===== src/rtl/core/unique_key_fifo_unit_defines.svh =====
`ifndef UNIQUE_KEY_FIFO_UNIT_DEFINES_SVH
`define UNIQUE_KEY_FIFO_UNIT_DEFINES_SVH

// Same-cycle implication, sampled on clk, off while rst_n is low
`define UKF_ASSERT_NOW(label, ante, cons, msg) \
    label: assert property (@(posedge clk) disable iff (!rst_n) (ante) |-> (cons)) \
        else $error(msg);

// Next-cycle implication, sampled on clk, off while rst_n is low
`define UKF_ASSERT_NEXT(label, ante, cons, msg) \
    label: assert property (@(posedge clk) disable iff (!rst_n) (ante) |=> (cons)) \
        else $error(msg);

`endif


===== src/rtl/core/ukf_pkg.sv =====
`default_nettype none

package ukf_pkg;

    localparam int DEPTH_DEF = 16;
    localparam int KIND_W    = 2;
    localparam int KEY_W     = 32;
    localparam int VAL_W     = 32;
    localparam int POS_W     = 8;
    localparam int STATUS_W  = 3;
    localparam int COUNT_W   = 5;

    typedef enum logic [KIND_W-1:0] {
        KIND_PUSH = 2'd0,
        KIND_POP  = 2'd1,
        KIND_READ = 2'd2
    } kind_t;

    typedef enum logic [STATUS_W-1:0] {
        ST_OK     = 3'd0,
        ST_DUP    = 3'd1,
        ST_FULL   = 3'd2,
        ST_EMPTY  = 3'd3,
        ST_BADPOS = 3'd4
    } status_t;

    typedef enum logic [2:0] {
        S_IDLE,
        S_DISPATCH,
        S_SCAN,
        S_PUSH,
        S_POP_RD,
        S_POP_CAP,
        S_RD_WAIT,
        S_RESP
    } state_t;

    typedef struct packed {
        logic    load_item;
        logic    scan_start;
        logic    scan_step;
        logic    do_push;
        logic    do_pop;
        logic    rd_head;
        logic    rd_pos;
        logic    cap_head;
        logic    cap_result;
        logic    set_status;
        status_t status;
        logic    out_load;
    } ukf_cmd_t;

    typedef struct packed {
        kind_t kind;
        logic  count_zero;
        logic  full;
        logic  pos_bad;
        logic  scan_done;
        logic  dup;
        logic  out_free;
    } ukf_sts_t;

endpackage

`default_nettype wire


===== src/rtl/core/ukf_ram.sv =====
`default_nettype none

module ukf_ram #(
    parameter int WIDTH = 64,
    parameter int DEPTH = 16
) (
    input  wire logic                     clk,
    input  wire logic                     we,
    input  wire logic [$clog2(DEPTH)-1:0] waddr,
    input  wire logic [WIDTH-1:0]         wdata,
    input  wire logic [$clog2(DEPTH)-1:0] raddr,
    output logic      [WIDTH-1:0]         rdata
);

    logic [WIDTH-1:0] mem_reg [DEPTH];
    logic [WIDTH-1:0] rdata_reg;

    always_ff @(posedge clk)
    begin
        if (we)
        begin
            mem_reg[waddr] <= wdata;
        end
        rdata_reg <= mem_reg[raddr];
    end

    assign rdata = rdata_reg;

endmodule

`default_nettype wire


===== src/rtl/core/ukf_ctrl.sv =====
`default_nettype none

module ukf_ctrl (
    input  wire logic              clk,
    input  wire logic              rst_n,
    input  wire logic              in_valid,
    output logic                   in_stall,
    input  wire ukf_pkg::ukf_sts_t sts,
    output ukf_pkg::ukf_cmd_t      cmd
);

    import ukf_pkg::*;

    state_t state_reg;
    state_t state_next;

    always_ff @(posedge clk or negedge rst_n)
    begin
        if (!rst_n)
        begin
            state_reg <= S_IDLE;
        end
        else
        begin
            state_reg <= state_next;
        end
    end

    always_comb
    begin
        state_next = state_reg;
        cmd        = '0;
        cmd.status = ST_OK;
        in_stall   = (state_reg != S_IDLE);

        unique case (state_reg)
            S_IDLE:
            begin
                if (in_valid)
                begin
                    cmd.load_item = 1'b1;
                    state_next    = S_DISPATCH;
                end
            end
            S_DISPATCH:
            begin
                unique case (sts.kind)
                    KIND_PUSH:
                    begin
                        cmd.scan_start = 1'b1;
                        state_next     = S_SCAN;
                    end
                    KIND_POP:
                    begin
                        if (sts.count_zero)
                        begin
                            cmd.set_status = 1'b1;
                            cmd.status     = ST_EMPTY;
                            state_next     = S_RESP;
                        end
                        else
                        begin
                            cmd.do_pop = 1'b1;
                            state_next = S_POP_RD;
                        end
                    end
                    KIND_READ:
                    begin
                        if (sts.pos_bad)
                        begin
                            cmd.set_status = 1'b1;
                            cmd.status     = ST_BADPOS;
                            state_next     = S_RESP;
                        end
                        else
                        begin
                            cmd.rd_pos = 1'b1;
                            state_next = S_RD_WAIT;
                        end
                    end
                    default:
                    begin
                        state_next = S_RESP;
                    end
                endcase
            end
            S_SCAN:
            begin
                cmd.scan_step = 1'b1;
                if (sts.scan_done)
                begin
                    state_next = S_PUSH;
                end
            end
            S_PUSH:
            begin
                priority if (sts.dup)
                begin
                    cmd.set_status = 1'b1;
                    cmd.status     = ST_DUP;
                end
                else if (sts.full)
                begin
                    cmd.set_status = 1'b1;
                    cmd.status     = ST_FULL;
                end
                else
                begin
                    cmd.do_push = 1'b1;
                end
                state_next = S_RESP;
            end
            S_POP_RD:
            begin
                // refill the cached head only when something is left
                if (sts.count_zero)
                begin
                    state_next = S_RESP;
                end
                else
                begin
                    cmd.rd_head = 1'b1;
                    state_next  = S_POP_CAP;
                end
            end
            S_POP_CAP:
            begin
                cmd.cap_head = 1'b1;
                state_next   = S_RESP;
            end
            S_RD_WAIT:
            begin
                cmd.cap_result = 1'b1;
                state_next     = S_RESP;
            end
            S_RESP:
            begin
                if (sts.out_free)
                begin
                    cmd.out_load = 1'b1;
                    state_next   = S_IDLE;
                end
            end
            default:
            begin
                state_next = S_IDLE;
            end
        endcase
    end

endmodule

`default_nettype wire


===== src/rtl/core/ukf_dp.sv =====
`default_nettype none

module ukf_dp #(
    parameter int DEPTH = ukf_pkg::DEPTH_DEF
) (
    input  wire logic                                clk,
    input  wire logic                                rst_n,
    input  wire ukf_pkg::ukf_cmd_t                   cmd,
    output ukf_pkg::ukf_sts_t                        sts,
    input  wire logic        [ukf_pkg::KIND_W-1:0]   kind,
    input  wire logic signed [ukf_pkg::KEY_W-1:0]    key,
    input  wire logic signed [ukf_pkg::VAL_W-1:0]    value,
    input  wire logic        [ukf_pkg::POS_W-1:0]    position,
    output logic                                     out_valid,
    input  wire logic                                out_stall,
    output logic             [ukf_pkg::STATUS_W-1:0] status,
    output logic signed      [ukf_pkg::KEY_W-1:0]    out_key,
    output logic signed      [ukf_pkg::VAL_W-1:0]    out_value,
    output logic             [ukf_pkg::COUNT_W-1:0]  count,
    output logic signed      [ukf_pkg::KEY_W-1:0]    head_key,
    output logic signed      [ukf_pkg::VAL_W-1:0]    head_value
);

    import ukf_pkg::*;

    localparam int PW = $clog2(DEPTH);
    localparam int CW = $clog2(DEPTH + 1);
    localparam int XW = (CW > POS_W) ? CW : POS_W;
    localparam int SW = CW + 1;
    localparam int RW = KEY_W + VAL_W;

    // item and result holding
    kind_t                    kind_reg;
    logic signed [KEY_W-1:0]  key_reg;
    logic signed [VAL_W-1:0]  value_reg;
    logic        [POS_W-1:0]  pos_reg;
    status_t                  res_status_reg;
    logic signed [KEY_W-1:0]  res_key_reg;
    logic signed [VAL_W-1:0]  res_val_reg;

    // queue bookkeeping
    logic [PW-1:0] head_ptr_reg;
    logic [PW-1:0] head_ptr_next;
    logic [PW-1:0] tail_ptr_reg;
    logic [PW-1:0] tail_ptr_next;
    logic [CW-1:0] count_reg;
    logic [CW-1:0] count_next;
    logic signed [KEY_W-1:0] hkey_reg;
    logic signed [VAL_W-1:0] hval_reg;

    // key scan
    logic [CW-1:0] scan_idx_reg;
    logic          cmp_vld_reg;
    logic          match_reg;
    logic          scan_issue;

    // output register
    logic                     out_valid_reg;
    logic [STATUS_W-1:0]      out_status_reg;
    logic signed [KEY_W-1:0]  out_key_reg;
    logic signed [VAL_W-1:0]  out_val_reg;
    logic [COUNT_W-1:0]       out_count_reg;
    logic signed [KEY_W-1:0]  out_hkey_reg;
    logic signed [VAL_W-1:0]  out_hval_reg;

    // storage access
    logic [POS_W-1:0]        pos_m1;
    logic [CW-1:0]           offset;
    logic [SW-1:0]           slot_sum;
    logic [PW-1:0]           rd_slot;
    logic [RW-1:0]           rdata;
    logic signed [KEY_W-1:0] rd_key;
    logic signed [VAL_W-1:0] rd_val;
    logic                    count_zero;

    assign count_zero = (count_reg == '0);
    assign scan_issue = (scan_idx_reg < count_reg);

    assign pos_m1 = pos_reg - POS_W'(1);

    always_comb
    begin
        priority if (cmd.rd_pos)
        begin
            offset = CW'(pos_m1);
        end
        else if (cmd.rd_head)
        begin
            offset = '0;
        end
        else
        begin
            offset = scan_idx_reg;
        end
    end

    // head plus an offset of at most DEPTH, wrapped once
    assign slot_sum = SW'(head_ptr_reg) + SW'(offset);
    assign rd_slot  = (slot_sum >= SW'(DEPTH)) ? PW'(slot_sum - SW'(DEPTH)) : PW'(slot_sum);

    ukf_ram #(
        .WIDTH (RW),
        .DEPTH (DEPTH)
    ) u_store (
        .clk   (clk),
        .we    (cmd.do_push),
        .waddr (tail_ptr_reg),
        .wdata ({key_reg, value_reg}),
        .raddr (rd_slot),
        .rdata (rdata)
    );

    assign rd_key = rdata[RW-1:VAL_W];
    assign rd_val = rdata[VAL_W-1:0];

    always_comb
    begin
        head_ptr_next = head_ptr_reg;
        tail_ptr_next = tail_ptr_reg;
        count_next    = count_reg;
        if (cmd.do_pop)
        begin
            head_ptr_next = (head_ptr_reg == PW'(DEPTH - 1)) ? '0 : head_ptr_reg + PW'(1);
            count_next    = count_reg - CW'(1);
        end
        if (cmd.do_push)
        begin
            tail_ptr_next = (tail_ptr_reg == PW'(DEPTH - 1)) ? '0 : tail_ptr_reg + PW'(1);
            count_next    = count_reg + CW'(1);
        end
    end

    always_ff @(posedge clk or negedge rst_n)
    begin
        if (!rst_n)
        begin
            head_ptr_reg  <= '0;
            tail_ptr_reg  <= '0;
            count_reg     <= '0;
            scan_idx_reg  <= '0;
            cmp_vld_reg   <= 1'b0;
            match_reg     <= 1'b0;
            out_valid_reg <= 1'b0;
        end
        else
        begin
            head_ptr_reg <= head_ptr_next;
            tail_ptr_reg <= tail_ptr_next;
            count_reg    <= count_next;

            if (cmd.scan_start)
            begin
                scan_idx_reg <= '0;
                cmp_vld_reg  <= 1'b0;
                match_reg    <= 1'b0;
            end
            else if (cmd.scan_step)
            begin
                // issue one slot per cycle, compare the slot read last cycle
                if (scan_issue)
                begin
                    scan_idx_reg <= scan_idx_reg + CW'(1);
                end
                cmp_vld_reg <= scan_issue;
                if (cmp_vld_reg && (rd_key == key_reg))
                begin
                    match_reg <= 1'b1;
                end
            end

            if (cmd.out_load)
            begin
                out_valid_reg <= 1'b1;
            end
            else if (!out_stall)
            begin
                out_valid_reg <= 1'b0;
            end
        end
    end

    always_ff @(posedge clk)
    begin
        if (cmd.load_item)
        begin
            kind_reg       <= kind_t'(kind);
            key_reg        <= key;
            value_reg      <= value;
            pos_reg        <= position;
            res_status_reg <= ST_OK;
            res_key_reg    <= '0;
            res_val_reg    <= '0;
        end
        if (cmd.set_status)
        begin
            res_status_reg <= cmd.status;
        end
        if (cmd.do_pop)
        begin
            res_key_reg <= hkey_reg;
            res_val_reg <= hval_reg;
        end
        if (cmd.cap_result)
        begin
            res_key_reg <= rd_key;
            res_val_reg <= rd_val;
        end
        if (cmd.cap_head)
        begin
            hkey_reg <= rd_key;
            hval_reg <= rd_val;
        end
        if (cmd.do_push && count_zero)
        begin
            hkey_reg <= key_reg;
            hval_reg <= value_reg;
        end
        if (cmd.out_load)
        begin
            out_status_reg <= res_status_reg;
            out_key_reg    <= res_key_reg;
            out_val_reg    <= res_val_reg;
            out_count_reg  <= COUNT_W'(count_reg);
            out_hkey_reg   <= count_zero ? '0 : hkey_reg;
            out_hval_reg   <= count_zero ? '0 : hval_reg;
        end
    end

    always_comb
    begin
        sts.kind       = kind_reg;
        sts.count_zero = count_zero;
        sts.full       = (count_reg == CW'(DEPTH));
        sts.pos_bad    = (pos_reg == '0) || (XW'(pos_reg) > XW'(count_reg));
        sts.scan_done  = !scan_issue && !cmp_vld_reg;
        sts.dup        = match_reg;
        sts.out_free   = !out_valid_reg || !out_stall;
    end

    assign out_valid  = out_valid_reg;
    assign status     = out_status_reg;
    assign out_key    = out_key_reg;
    assign out_value  = out_val_reg;
    assign count      = out_count_reg;
    assign head_key   = out_hkey_reg;
    assign head_value = out_hval_reg;

endmodule

`default_nettype wire


===== src/rtl/core/unique_key_fifo_unit.sv =====
// FIFO of up to DEPTH key/value pairs in which every key is unique.
// Input channel (in_valid/in_stall) carries one operation per transaction:
// kind selects push of key/value, pop of the head, or read at a 1-based
// position. Output channel (out_valid/out_stall) returns exactly one result
// per operation: status, the popped or read pair, the entry count and the
// head pair after the operation (zeros when the queue is empty).
// One operation is in flight at a time; in_stall is low only while idle.
// A push first scans every stored key for a duplicate, reading one stored
// entry per cycle through the single read port of the pair store; a pop
// reads the next entry to refill the cached head unless it empties the
// queue; a read at position reads the pair store once. A pop on an empty
// queue, a bad position and an unused kind go straight to the result.
// Operations are serialized, so a new one is accepted only after the
// previous result has been loaded into the output register.
// The result sits in an output register; the next operation is accepted and
// processed while it waits, and only its own result waits on out_stall.
// Reset empties the queue and drops any pending result; stored pairs are not
// cleared since only written entries are ever read.
`default_nettype none

`include "unique_key_fifo_unit_defines.svh"

module unique_key_fifo_unit #(
    parameter int DEPTH = ukf_pkg::DEPTH_DEF
) (
    input  wire logic                                clk,
    input  wire logic                                rst_n,
    input  wire logic                                in_valid,
    output logic                                     in_stall,
    input  wire logic        [ukf_pkg::KIND_W-1:0]   kind,
    input  wire logic signed [ukf_pkg::KEY_W-1:0]    key,
    input  wire logic signed [ukf_pkg::VAL_W-1:0]    value,
    input  wire logic        [ukf_pkg::POS_W-1:0]    position,
    output logic                                     out_valid,
    input  wire logic                                out_stall,
    output logic             [ukf_pkg::STATUS_W-1:0] status,
    output logic signed      [ukf_pkg::KEY_W-1:0]    out_key,
    output logic signed      [ukf_pkg::VAL_W-1:0]    out_value,
    output logic             [ukf_pkg::COUNT_W-1:0]  count,
    output logic signed      [ukf_pkg::KEY_W-1:0]    head_key,
    output logic signed      [ukf_pkg::VAL_W-1:0]    head_value
);

    import ukf_pkg::*;

    ukf_cmd_t cmd;
    ukf_sts_t sts;

    ukf_ctrl u_ctrl (
        .clk      (clk),
        .rst_n    (rst_n),
        .in_valid (in_valid),
        .in_stall (in_stall),
        .sts      (sts),
        .cmd      (cmd)
    );

    ukf_dp #(
        .DEPTH (DEPTH)
    ) u_dp (
        .clk        (clk),
        .rst_n      (rst_n),
        .cmd        (cmd),
        .sts        (sts),
        .kind       (kind),
        .key        (key),
        .value      (value),
        .position   (position),
        .out_valid  (out_valid),
        .out_stall  (out_stall),
        .status     (status),
        .out_key    (out_key),
        .out_value  (out_value),
        .count      (count),
        .head_key   (head_key),
        .head_value (head_value)
    );

    `UKF_ASSERT_NOW(a_push_legal, cmd.do_push, !sts.full && !sts.dup, "push write into full queue or with duplicate key")
    `UKF_ASSERT_NOW(a_pop_legal, cmd.do_pop, !sts.count_zero, "pop from empty queue")
    `UKF_ASSERT_NOW(a_out_no_overwrite, cmd.out_load, !(out_valid && out_stall), "result overwritten while stalled")
    `UKF_ASSERT_NEXT(a_one_in_flight, in_valid && !in_stall, in_stall, "second transaction accepted while busy")

endmodule

`default_nettype wire

===== config.mk =====
export PLATFORM = sky130hd
export DESIGN_NAME = unique_key_fifo_unit
export DESIGN_NICKNAME = d
export VERILOG_FILES = /design/src/rtl/core/ukf_pkg.sv /design/src/rtl/core/ukf_ram.sv /design/src/rtl/core/ukf_ctrl.sv /design/src/rtl/core/ukf_dp.sv /design/src/rtl/core/unique_key_fifo_unit.sv
export VERILOG_INCLUDE_DIRS = /design/src /design/src/rtl/core
export SDC_FILE = /design/constraint.sdc
export NUM_CORES = 1
export LEC_CHECK = 0
export ABC_AREA = 0
export BUFFER_PORTS_ARGS = -buffer_cell sky130_fd_sc_hd__buf_2
export CAP_MARGIN = 25
export CORE_MARGIN = 1
export CORE_UTILIZATION = 40
export DETAILED_ROUTE_END_ITERATION = 8
export GPL_TIMING_DRIVEN = 0
export PLACE_DENSITY_LB_ADDON = 0.08
export SLEW_MARGIN = 20
export SYNTH_ARGS = -nofsm -noshare
export SYNTH_HDL_FRONTEND = slang
export SYNTH_HIERARCHICAL = 1
export SYNTH_SLANG_ARGS = --single-unit

===== constraint.sdc =====
create_clock -name clk -period 24.4 [get_ports clk]
set_clock_uncertainty 0.05 [all_clocks]
set_input_delay 1.22 -clock clk [delete_from_list [all_inputs] [get_ports clk]]
set_output_delay 1.22 -clock clk [all_outputs]
set_load 0.01 [all_outputs]

Word level (Yosys, flattened, before mapping)

Memories as Yosys holds them, arrays and structs flattened. A register that Yosys moved wholly into a read port is not among the register bits.
Index checks and enable logic that the tools add are counted.

Reductions and logical operators: 25
Multiplexer cells: 63
Equal/unequal tests: 17
$lt $le $gt $ge: 3
Add/subtract/negate cells: 8

Operators with widths:

| operator                                                                             | count |
|---|---|
| 32-bit 2-to-1 mux                                                                    | 9 |
| 5-bit 2-to-1 mux                                                                     | 7 |
| 32-bit == test                                                                       | 1 |
| 1-bit 2-to-1 mux                                                                     | 29 |
| 4-bit 2-to-1 mux                                                                     | 7 |
| 3-bit case mux with 6 select lines                                                   | 1 |
| 4-bit case mux with 2 select lines                                                   | 2 |
| 3-bit 2-to-1 mux                                                                     | 5 |
| 3-bit == test (second input constant)                                                | 4 |
| 2-bit nonzero test                                                                   | 6 |
| 5-bit by 1-bit adder with 5-bit output (second input constant)                       | 2 |
| 5-bit by 1-bit subtractor with 5-bit output (second input constant)                  | 2 |
| 3-bit case mux with 3 select lines                                                   | 1 |
| 4-bit by 1-bit adder with 4-bit output (second input constant)                       | 2 |
| 4-bit == test (second input constant)                                                | 2 |
| 8-bit by 5-bit > comparator with 1-bit output                                        | 1 |
| 8-bit zero test                                                                      | 1 |
| 4-bit by 5-bit adder with 6-bit output                                               | 1 |
| 3-bit by 2-bit == test with 1-bit output (second input constant)                     | 2 |
| 6-bit by 5-bit greater-or-equal comparator with 1-bit output (second input constant) | 1 |
| 2-bit inequality test (second input constant)                                        | 3 |
| 3-bit nonzero test                                                                   | 2 |
| 5-bit == test (second input constant)                                                | 1 |
| 5-bit zero test                                                                      | 1 |
| 15 further kinds                                                                     | 23 |

Memories kept: 1
Output and inout port bits: 138
Register bits after elaboration: 365
Word-level logic and storage cells: 140
RAM bits: 1024

Memories:

| name                 | words | width | read ports | clocked after memory_dff | write ports | RTL line      | RTL |
|---|---|---|---|---|---|---|---|
| u_dp.u_store.mem_reg | 16    | 64    | 1          | 1                        | 1           | ukf_ram.sv:15 | `logic [WIDTH-1:0] mem_reg [DEPTH];` |

Depth between registers and ports, before layout

Depth in word-level cells: 9
Mapped depth: 21
Mapped depth without buffers: 19

Modules after synthesis

Netlist, hierarchy kept.

Modules (own cells, without submodules):

| module   | instances | cells each | area each (um2) | seq. area each (um2) |
|---|---|---|---|---|
| ukf_ram  | 1         | 1647       | 39570.5         | 32030.7 |
| ukf_dp   | 1         | 779        | 14171.1         | 10765.3 |
| ukf_ctrl | 1         | 57         | 466.7           | 75.1 |

Worst setup path before layout

Ideal clock, no wire load.

Kind: input to register
Start point: input in_valid
End point: register u_dp.res_key_reg[0], enable pin
Cell stages on the path: 3
Setup slack: 15.779 ns
Data arrival time: 8.146 ns
Setup time: 0.424 ns
Cells stage by stage: nand2b_1 nor3_1 or3_1

RTL lines:

| what                 | RTL line                   | RTL |
|---|---|---|
| from (decl)          | unique_key_fifo_unit.sv:28 | `input wire logic in_valid,` |
| to (signal assigned) | ukf_dp.sv:200              | `res_key_reg <= hkey_reg;` |
| to (signal assigned) | ukf_dp.sv:205              | `res_key_reg <= rd_key;` |
| to (decl)            | ukf_dp.sv:38               | `logic signed [KEY_W-1:0] res_key_reg;` |

==> impl_results.md <==
- Hold_sp: u_dp/res_status_reg[2]$_SDFFCE_PN0P_
- End of the worst hold path: u_dp/status[2]$_DFFE_PP_
- Required time worst endpoint: 25020 ps
- Hold crit path type: register to register
- Hold buffers post-CTS: 0
- CP Launch Type: register
- Post-Synth Simple-Gate Area: 0.02400
- Clock sink count: 1453
- Worst R2R Start: u_dp/count_reg[0]$_DFFE_PN0P_
- Final min period: 5895 ps
- Final setup violation count: 0
- Synth Net Count: 2588
- Avg WL per Cell: 27.90 um
- Initial DRT Pass Iterations: 5
- Ys async rst share: 0.01652
- Final Hold Fails: 0
- Initial antenna violation count: 6
- Root buf cell: clkbuf_16
- Rows: 134
- Port Buffers: 215
- Least-Margin Pin Slew: 1042 ps
- Setup TNS: 0 ps
- Area delta synth->final: 18.72%
- Placed insts: 4578
- DRC violations left: 0
- Crit share post-route: 0.2416
- Post-synthesis compound-gate area fraction: 0.03384
- WP data arrival: 6510 ps
- Routed Antenna Nets: 0
- Register clock-pin slew on the reported worst setup and hold paths: 60 ps
- Fin cells: 4874
- Core ar.: 134000 sq um
- Filler Cells Inserted: 11046
- IO Pins: 216
- Utilization after layout: 0.4804
- Synth Area in XOR/XNOR: 0.007271
- Register bit total from synthesis: 1453
- DR vias/cell: 5.412
- Die Width: 370.1 um
- Area of the mapped netlist: 54210 sq um
- Clk Latency, worst-skew pair: 770 ps
- First-pass GRT wire length: 194.2 mm
- Yosys top cell area share: 0.7561
- Routed via count: 26380
- Mapped Cells: 2483
- Placer Congestion: 0.7716
- Max-cap violations: 0
- Crit path max fanout: 10
- Top FF cell, synth: edfxtp_1
- Status: complete, no violations
- Cell accounting for the most synthesized area: edfxtp_1
- Register area share after synthesis: 0.7909
- Relative slew slack: 0.3052
- Mux cell area share after synthesis: 0.1241
- Largest family of logic cells by synthesized area: multiplexers
- Share of cells above drive strength 1: 0.3070
- Max Clock Freq: 169.6 MHz
- Largest net degree at the start of global routing: 41
- Leakage: 21.41 nW
- Final wirelength: 136.0 mm
- Htree depth: 4
- Area contributors post-synth: edfxtp_1, mux4_2, dfxtp_1, a22oi_1, mux2_4
- Initial core utilization: 0.4047
- Power per cell area: 136.2 nW/um^2
- Area of the die: 137000 sq um
- Place WS: 18610 ps
- Yosys warns: 6
- Initial drt markers: 2626
- Area share of fa/ha/maj cells after synthesis: 0.006509
- Setup ws final: 18500 ps
- Die height: 370.1 um
- CTS resizes: 0
- Vias in the first global route: 27466
- R2R depth: 18
- Max rail drop VDD: 0.08567 mV
- EDFF count, synth: 1365
- Hold_ws: 366.4 ps
- Avg Inst Size Synth: 21.83 sq um
- RSZ-0062 raised after global routing: no
- Final #Nets: 3075
- Gr ovfl total: 0
- Largest register FFs: 1024
- Worst Setup Path Type: register to register
- CTS tree: yes
- HPWL Detailed: 89.60 mm
- CTS buffer count: 158
- WHS Path Cells: 0
- Post-CTS Setup Bufs: 0
- Max Slew Vio Count: 0
- CTS max path bufs: 3
- Tot GR Track Use: 0.2002
- R2R Setup Slk: 18500 ps
- Setup crit end kind: register
- Library cells used by synthesis: 57
- FF-to-FF End: u_dp/u_store/rdata[59]$_DFF_P_
kinds of logic after synthesis:
group,count (synthesis)
and+or+nand+nor,249
xor gates and xnor gates,45
AOI/OAI and AO/OA,242
DFF,1453
muxes,325
adders and majority gates,27
buffers and inverters,142
how the worst max path moves through the flow:
stage | cells after the start | startpoint | slack (ps) | end
floorplan | 3 | in_valid | 15780 | u_dp/res_key_reg[0]$_DFFE_PP_
global placement | 4 | in_valid | 7070 | u_dp/res_val_reg[13]$_DFFE_PP_
detailed placement | 17 | u_dp/count_reg[0]$_DFFE_PN0P_ | 18610 | u_dp/u_store/rdata[57]$_DFF_P_
CTS | 17 | u_dp/count_reg[0]$_DFFE_PN0P_ | 18590 | u_dp/u_store/rdata[57]$_DFF_P_
global route | 18 | u_dp/count_reg[0]$_DFFE_PN0P_ | 18140 | u_dp/u_store/rdata[59]$_DFF_P_
finish | 18 | u_dp/count_reg[0]$_DFFE_PN0P_ | 18500 | u_dp/u_store/rdata[59]$_DFF_P_
layer usage:
layer | global-route usage | part of all wire
met4 | 0.05896 | 0.025
met2 | 0.3207 | 0.48
met1 | 0.2778 | 0.44
met3 | 0.03931 | 0.058
met5 | 0 | 0
cell usage in the layout, fill, tap and decap left out, drive strengths merged, types with 28 or more instances in the layout:
cell type,n
a22o,63
a22oi,128
buf,391
clkbuf,292
clkinv,47
dfxtp,64
edfxtp,1365
inv,28
mux2,68
mux4,256
nand2,86
nor2,32
nor2b,71
xnor2,34
synth_stat cells (24+ instances only):
master       n
edfxtp_1  1365
mux4_2     256
a22oi_1    128
nand2_1     85
nor2b_1     71
dfxtp_1     64
a22o_1      63
clkbuf_1    56
mux2_4      49
xnor2_1     34
nor2_1      30
ha_1        25
dfrtp_1     24
cell type report:
class | count | area [sq um] | area share
Multi-Input combinational cell | 888 | 10750 | 0.1670
Inverter | 22 | 82.58 | 0.001283
Tap cell | 1768 | 2212 | 0.03437
Buffer | 120 | 649.4 | 0.01009
Sequential cell | 1453 | 42870 | 0.6662
Clock inverter | 58 | 459.2 | 0.007135
Antenna cell | 2 | 5.005 | 0.00007777
Clock buffer | 236 | 4532 | 0.07042
Timing Repair Buffer | 327 | 2795 | 0.04343
metrics by stage:
stage | total power, W | instance area [sq um]
2_1_floorplan | 0.005440 | 54210
3_3_place_gp | 0.006551 | 57500
3_5_place_dp | 0.006591 | 59360
4_1_cts | 0.008896 | 64350
5_1_grt | 0.009189 | 64350
6_report | 0.008764 | 64350
worst max-delay path, stage by stage (launching register included):
cell,delay [ps]
dfrtp_1,490
or4_4,570
nor2_2,140
clkbuf_1,500
buf_4,250
nor4b_1,70
nor2_1,170
nand2_1,80
o21ai_0,190
ha_1,320
a21o_1,150
a21oi_1,170
xnor2_1,110
xnor2_1,490
and2_1,200
buf_1,770
clkbuf_1,700
a22oi_1,160
nand2_1,210
power breakdown:
part / total (W) / switching [W] / internal (W)
registers: 0.00335 / 0.000180 / 0.00317
clock network: 0.00228 / 0.000956 / 0.00132
logic: 0.00314 / 0.00175 / 0.00139
total: 0.00876 / 0.00289 / 0.00588
(Power assumes the default switching activity.)
